File: src/sv/fbfc_pkg.sv
// ----------------------------------------------------------------------------
// fbfc_pkg: shared types and constants of the free bitmap search block
// Sizes of the bitmap, word layout, operation codes and sequencer states.
// ----------------------------------------------------------------------------
package fbfc_pkg;

	localparam int BITS      = 8192;
	localparam int WORD_BITS = 32;
	localparam int WORDS     = (BITS + WORD_BITS - 1) / WORD_BITS;
	localparam int ADDR_W    = $clog2(WORDS);
	localparam int BIT_W     = $clog2(WORD_BITS);
	localparam int POS_W     = 13;
	localparam int OP_W      = 3;

	typedef enum logic [OP_W-1:0] {
		OP_FIND  = 3'd0,
		OP_SET   = 3'd1,
		OP_CLEAR = 3'd2,
		OP_TEST  = 3'd3,
		OP_FLIP  = 3'd4
	} op_t;

	typedef enum logic [1:0] {
		ST_IDLE,
		ST_BITOP,
		ST_SRCH,
		ST_DONE
	} state_t;

endpackage

File: src/sv/fbfc_scan.sv
// ----------------------------------------------------------------------------
// fbfc_scan: lowest clear bit of one bitmap word
// Masks off bits outside the search window and encodes the lowest clear bit.
// ----------------------------------------------------------------------------
module fbfc_scan (
	input  logic [fbfc_pkg::WORD_BITS-1:0] word,
	input  logic [fbfc_pkg::BIT_W-1:0]     lo,
	input  logic [fbfc_pkg::BIT_W-1:0]     hi,
	input  logic                           first,
	input  logic                           last,
	output logic                           hit,
	output logic [fbfc_pkg::BIT_W-1:0]     enc
);

	logic [fbfc_pkg::WORD_BITS-1:0] clr;

	always_comb begin
		for (int i = 0; i < fbfc_pkg::WORD_BITS; i++) begin
			clr[i] = !word[i]
				&& (!first || (fbfc_pkg::BIT_W'(i) >= lo))
				&& (!last || (fbfc_pkg::BIT_W'(i) <= hi));
		end
	end

	// highest index first so the lowest clear bit wins
	always_comb begin
		enc = '0;
		for (int i = fbfc_pkg::WORD_BITS - 1; i >= 0; i--) begin
			if (clr[i]) begin
				enc = fbfc_pkg::BIT_W'(i);
			end
		end
	end

	assign hit = |clr;

endmodule

File: config.mk
export PLATFORM = sky130hd
export DESIGN_NAME = fbfc_scan
export DESIGN_NICKNAME = d
export VERILOG_FILES = /design/src/sv/fbfc_pkg.sv /design/src/sv/fbfc_scan.sv
export SDC_FILE = /design/constraint.sdc
export NUM_CORES = 1
export LEC_CHECK = 0
export ABC_CLOCK_PERIOD_IN_PS = 2900
export BUFFER_PORTS_ARGS = -buffer_cell sky130_fd_sc_hd__buf_2
export CORE_ASPECT_RATIO = 1.1
export CORE_UTILIZATION = 26
export DETAILED_ROUTE_END_ITERATION = 10
export MAX_ROUTING_LAYER = met4
export SYNTH_ARGS = -nofsm -noshare
export SYNTH_HDL_FRONTEND = slang
export SYNTH_SLANG_ARGS = --single-unit
File: constraint.sdc
create_clock -name vclk -period 2.9
set_clock_uncertainty 0.05 [all_clocks]
set_input_delay 0.145 -clock vclk [all_inputs]
set_output_delay 0.145 -clock vclk [all_outputs]
set_load 0.01 [all_outputs]
Word level (Yosys, flattened, before mapping):

Index checks and enable logic that the tools add are counted.

* bits in registers: 0
* word-level logic and storage cells: 259

* magnitude comparators: 64
* mux-type cells: 32
* reductions and logical operators: 163

Operators with widths (count)
* 2-to-1 mux 5 bit: 32
* greater-or-equal comparator 5 bit, first input constant: 16
* less-or-equal comparator 5 bit, first input constant: 16
* logical AND 1 bit: 64
* logical OR 1 bit: 64
* greater-or-equal comparator 4 x 5 -> 1 bit, first input constant: 8
* less-or-equal comparator 4 x 5 -> 1 bit, first input constant: 8
* logical NOT 1 bit: 34
* OR reduction 32 bit: 1
* greater-or-equal comparator 3 x 5 -> 1 bit, first input constant: 4
* less-or-equal comparator 3 x 5 -> 1 bit, first input constant: 4
* greater-or-equal comparator 1 x 5 -> 1 bit, first input constant: 2
* greater-or-equal comparator 2 x 5 -> 1 bit, first input constant: 2
* less-or-equal comparator 1 x 5 -> 1 bit, first input constant: 2
* less-or-equal comparator 2 x 5 -> 1 bit, first input constant: 2

Depth between registers and ports, before layout:

* depth in word-level cells: 36
* gate-level depth with buffers: 9
* gate-level depth less buffers: 7

Least setup slack after synthesis:

OpenSTA, ideal clock, no wires.

* kind: input to output
* start: in lo[2] (netlist bit)
* end: out enc[0] (netlist bit)
* arrival time: 1.784 ns
* slack: 0.921 ns
* stages: 8
* buffers on the path: 2
* path through: buf_6 buf_2 a211o_1 a221o_1 a211o_1 a311oi_1 nor2_1 o21a_1

* longest elaborated chain between the ends: 36
* elaborated cells between the ends (all ways): 160
* classes of those cells: order compare: 32; mux: 32; reduce/logical: 96

RTL lines
* start: declaration: RTL line fbfc_scan.sv:7 `input logic [fbfc_pkg::BIT_W-1:0] lo,`
* greater-or-equal comparator 5 bit: RTL line fbfc_scan.sv:20 `&& (!first || (fbfc_pkg::BIT_W'(i) >= lo))`
* logical OR 1 bit: RTL line fbfc_scan.sv:20
* logical AND 1 bit: RTL line fbfc_scan.sv:20
* logical AND 1 bit: RTL line fbfc_scan.sv:21 `&& (!last || (fbfc_pkg::BIT_W'(i) <= hi));`
* 2-to-1 mux 5 bit (31 in series): RTL line fbfc_scan.sv:29 `if (clr[i]) begin`
* 2-to-1 mux 5 bit *: RTL line fbfc_scan.sv:29
* end: declaration: RTL line fbfc_scan.sv:12 `output logic [fbfc_pkg::BIT_W-1:0] enc`

Every way passes the cells marked *; elsewhere a longest branch is shown, timed or not.

Worst setup path in the final report:

* start: in last
* end: out enc[0] (netlist bit)

* longest elaborated chain between the ends: 35
* elaborated cells between the ends (all ways): 97
* classes of those cells: mux: 32; reduce/logical: 65

RTL lines
* start: declaration: RTL line fbfc_scan.sv:10 `input logic last,`
* logical NOT 1 bit *: RTL line fbfc_scan.sv:21
* logical OR 1 bit: RTL line fbfc_scan.sv:21
* logical AND 1 bit: RTL line fbfc_scan.sv:21
* 2-to-1 mux 5 bit (31 in series): RTL line fbfc_scan.sv:29
* 2-to-1 mux 5 bit *: RTL line fbfc_scan.sv:29

Marks and branches as above.

==> flow_summary.toml <==
[placement]
dpl.cell_count = 296
io_buffers = 50
post-dp-hpwl_microns = 3920
gp_congestion = 0.947
pre_cts_ws_ns = 0.187

[global_route]
grt_pass1_vias = 1627
grt_util_all_layers_pct = 19.1
antenna_found_initial = 0
overflow = 0
grt_pass1_wl_microns = 8380
grt_start_max_net_pins = 25

[sta]
setup_tns_ns = 0
setup_ws_ns = 0.335
period_needed_ns = 2.56
slew_viol_final = 0
hold_viol_final = 0
worst_slew_pin_slew_ns = 0.730
fmax_mhz = 390
setup_viol = 0
rsz0062_at_grt = "no"
timing.final.crit_share_pct = 88.4
relSlewSlack_pct = 50.1

[clocking]
cts_hold_buf = 0
cts_resized = 0
postCtsSetupBuffers = 0

[worst_hold_path]
worstHoldPathCells = 5
hold_class = "in -> out"

[layout]
final_cells = 296
antenna_cells = 0
final_nets = 286
area_growth_pct = 16.1
seq_area_sq_um = 0
clock_buffers = 0
drive_gt1_share_pct = 22.9
numSequentialCells = 0

[synth]
synth_top_cell_by_area = "o21ai_0"
syn_area_sq_um = 1330
yosysSeqAreaShare_pct = 0
yosysMostFrequentCell = "o21ai_0"
ys_warn_count = 0
synth_fp_nets = 254
synth_commonest_cells = "o21ai_0 (20), a21oi_1 (14), buf_2 (14)"
syn_area_per_cell_sq_um = 6.35
yosys.cell_types.count = 52
ys_top_cells_by_area = "o21ai_0 (7.5%), a221oi_1 (5.9%), a211oi_1 (5.6%)"
synth_top_area_share_pct = 7.50
synthCells = 210

[power_and_ir_drop]
seqPwrFrac_pct = 0
comb_power_share_pct = 100.0
peakVddDrop_mv = 0.0384
p_leak_uw = 0.000612
p_int_uw = 104
clkPwrFrac_pct = 0
p_per_area_nw_per_um2 = 169
p_sw_uw = 158
p_sw_share_pct = 60.3
power_uw = 262

[run_status]
status = "finished, final reports clean"

[route]
drt-total-wl_microns = 5200
drtAntennaViolNets = 0
vias_per_cell = 6.39
firstDrtPassIters = 5
drc_errors = 0
wl_per_cell_microns = 17.6
first_iter_violations = 257
dr_total_vias = 1890

[setup_path]
crit_path_end_kind = "output pin"
startpoint_type = "primary input"
cp_max_fo = 24
required_ns = 2.71
arrival_ns = 2.37
path_class = "in -> out"

[die]
die-area_sq_um = 5420
core_area_sq_um = 4780
fp.dieW_microns = 70.3
ioPinCount = 50
die_h_microns = 77.1
start_util_pct = 27.9
rows = 26

[job]
max_cap_viol_count = 0
-- path summary, 6_finish.rpt --
check,startpoint,to,slack (ns)
max,last,enc[0],0.34
min,word[7],enc[1],0.73
-- cell families after synthesis --
group                  synth area share, %
and+or+nand+nor                       33.6
muxes                                0.750
buffers and inverters                 9.19
AOI/OAI and AO/OA                     56.5
-- per-layer routing --
layer | up-vias | wire length, microns | track usage [%]
li1 | 908 | - | -
met1 | 860 | 2260 | 27.4
met3 | 12 | 441 | 0.920
met2 | 110 | 2380 | 29.8
met4 | 0 | 120 | 3.20
met5 | - | 0 | -
-- placed cells by master, fill, tap and decap left out, drive strengths merged, types with 4 or more instances in the layout --
| cell | n |
|---|---|
| a221oi | 9 |
| a21oi | 14 |
| inv | 4 |
| nand3 | 6 |
| and2 | 5 |
| a211oi | 10 |
| nor2b | 5 |
| or3 | 5 |
| o21a | 4 |
| nor3 | 7 |
| a221o | 5 |
| a21boi | 5 |
| buf | 50 |
| a31oi | 6 |
| o21ai | 21 |
| a21o | 8 |
| nand2b | 6 |
| nand2 | 13 |
| nor2 | 11 |
-- power by group through the flow --
stage,logic [uW],clock network [uW],registers [uW]
final,262,0,0
after global routing,290,0,0
after CTS,257,0,0
after detailed placement,256,0,0
after global placement,254,0,0
after floorplan,177,0,0
-- critical path: stages --
cell,delay [ns]
buf_2,0.34
a21boi_0,0.47
a221oi_1,0.18
a21o_1,0.21
a211o_1,0.29
a311oi_1,0.30
nor2_1,0.11
o21a_1,0.19
buf_2,0.13
-- per-stage QoR --
step	area, sq um	hold WS [ns]	utilization, %
floorplan	1330	0.493	-
global placement	1550	0.727	32.3
detailed placement	1550	0.730	32.3
CTS	1550	0.731	32.3
global route	1550	0.788	32.4
finish	1550	0.733	32.4
-- layout make-up --
type	instances	area (sq um)
fill	549	3230
multi-input combinational	186	1210
timing repair buffer	50	250
tap	56	70.1
inverter	4	15.0
(Power assumes the default switching activity.)
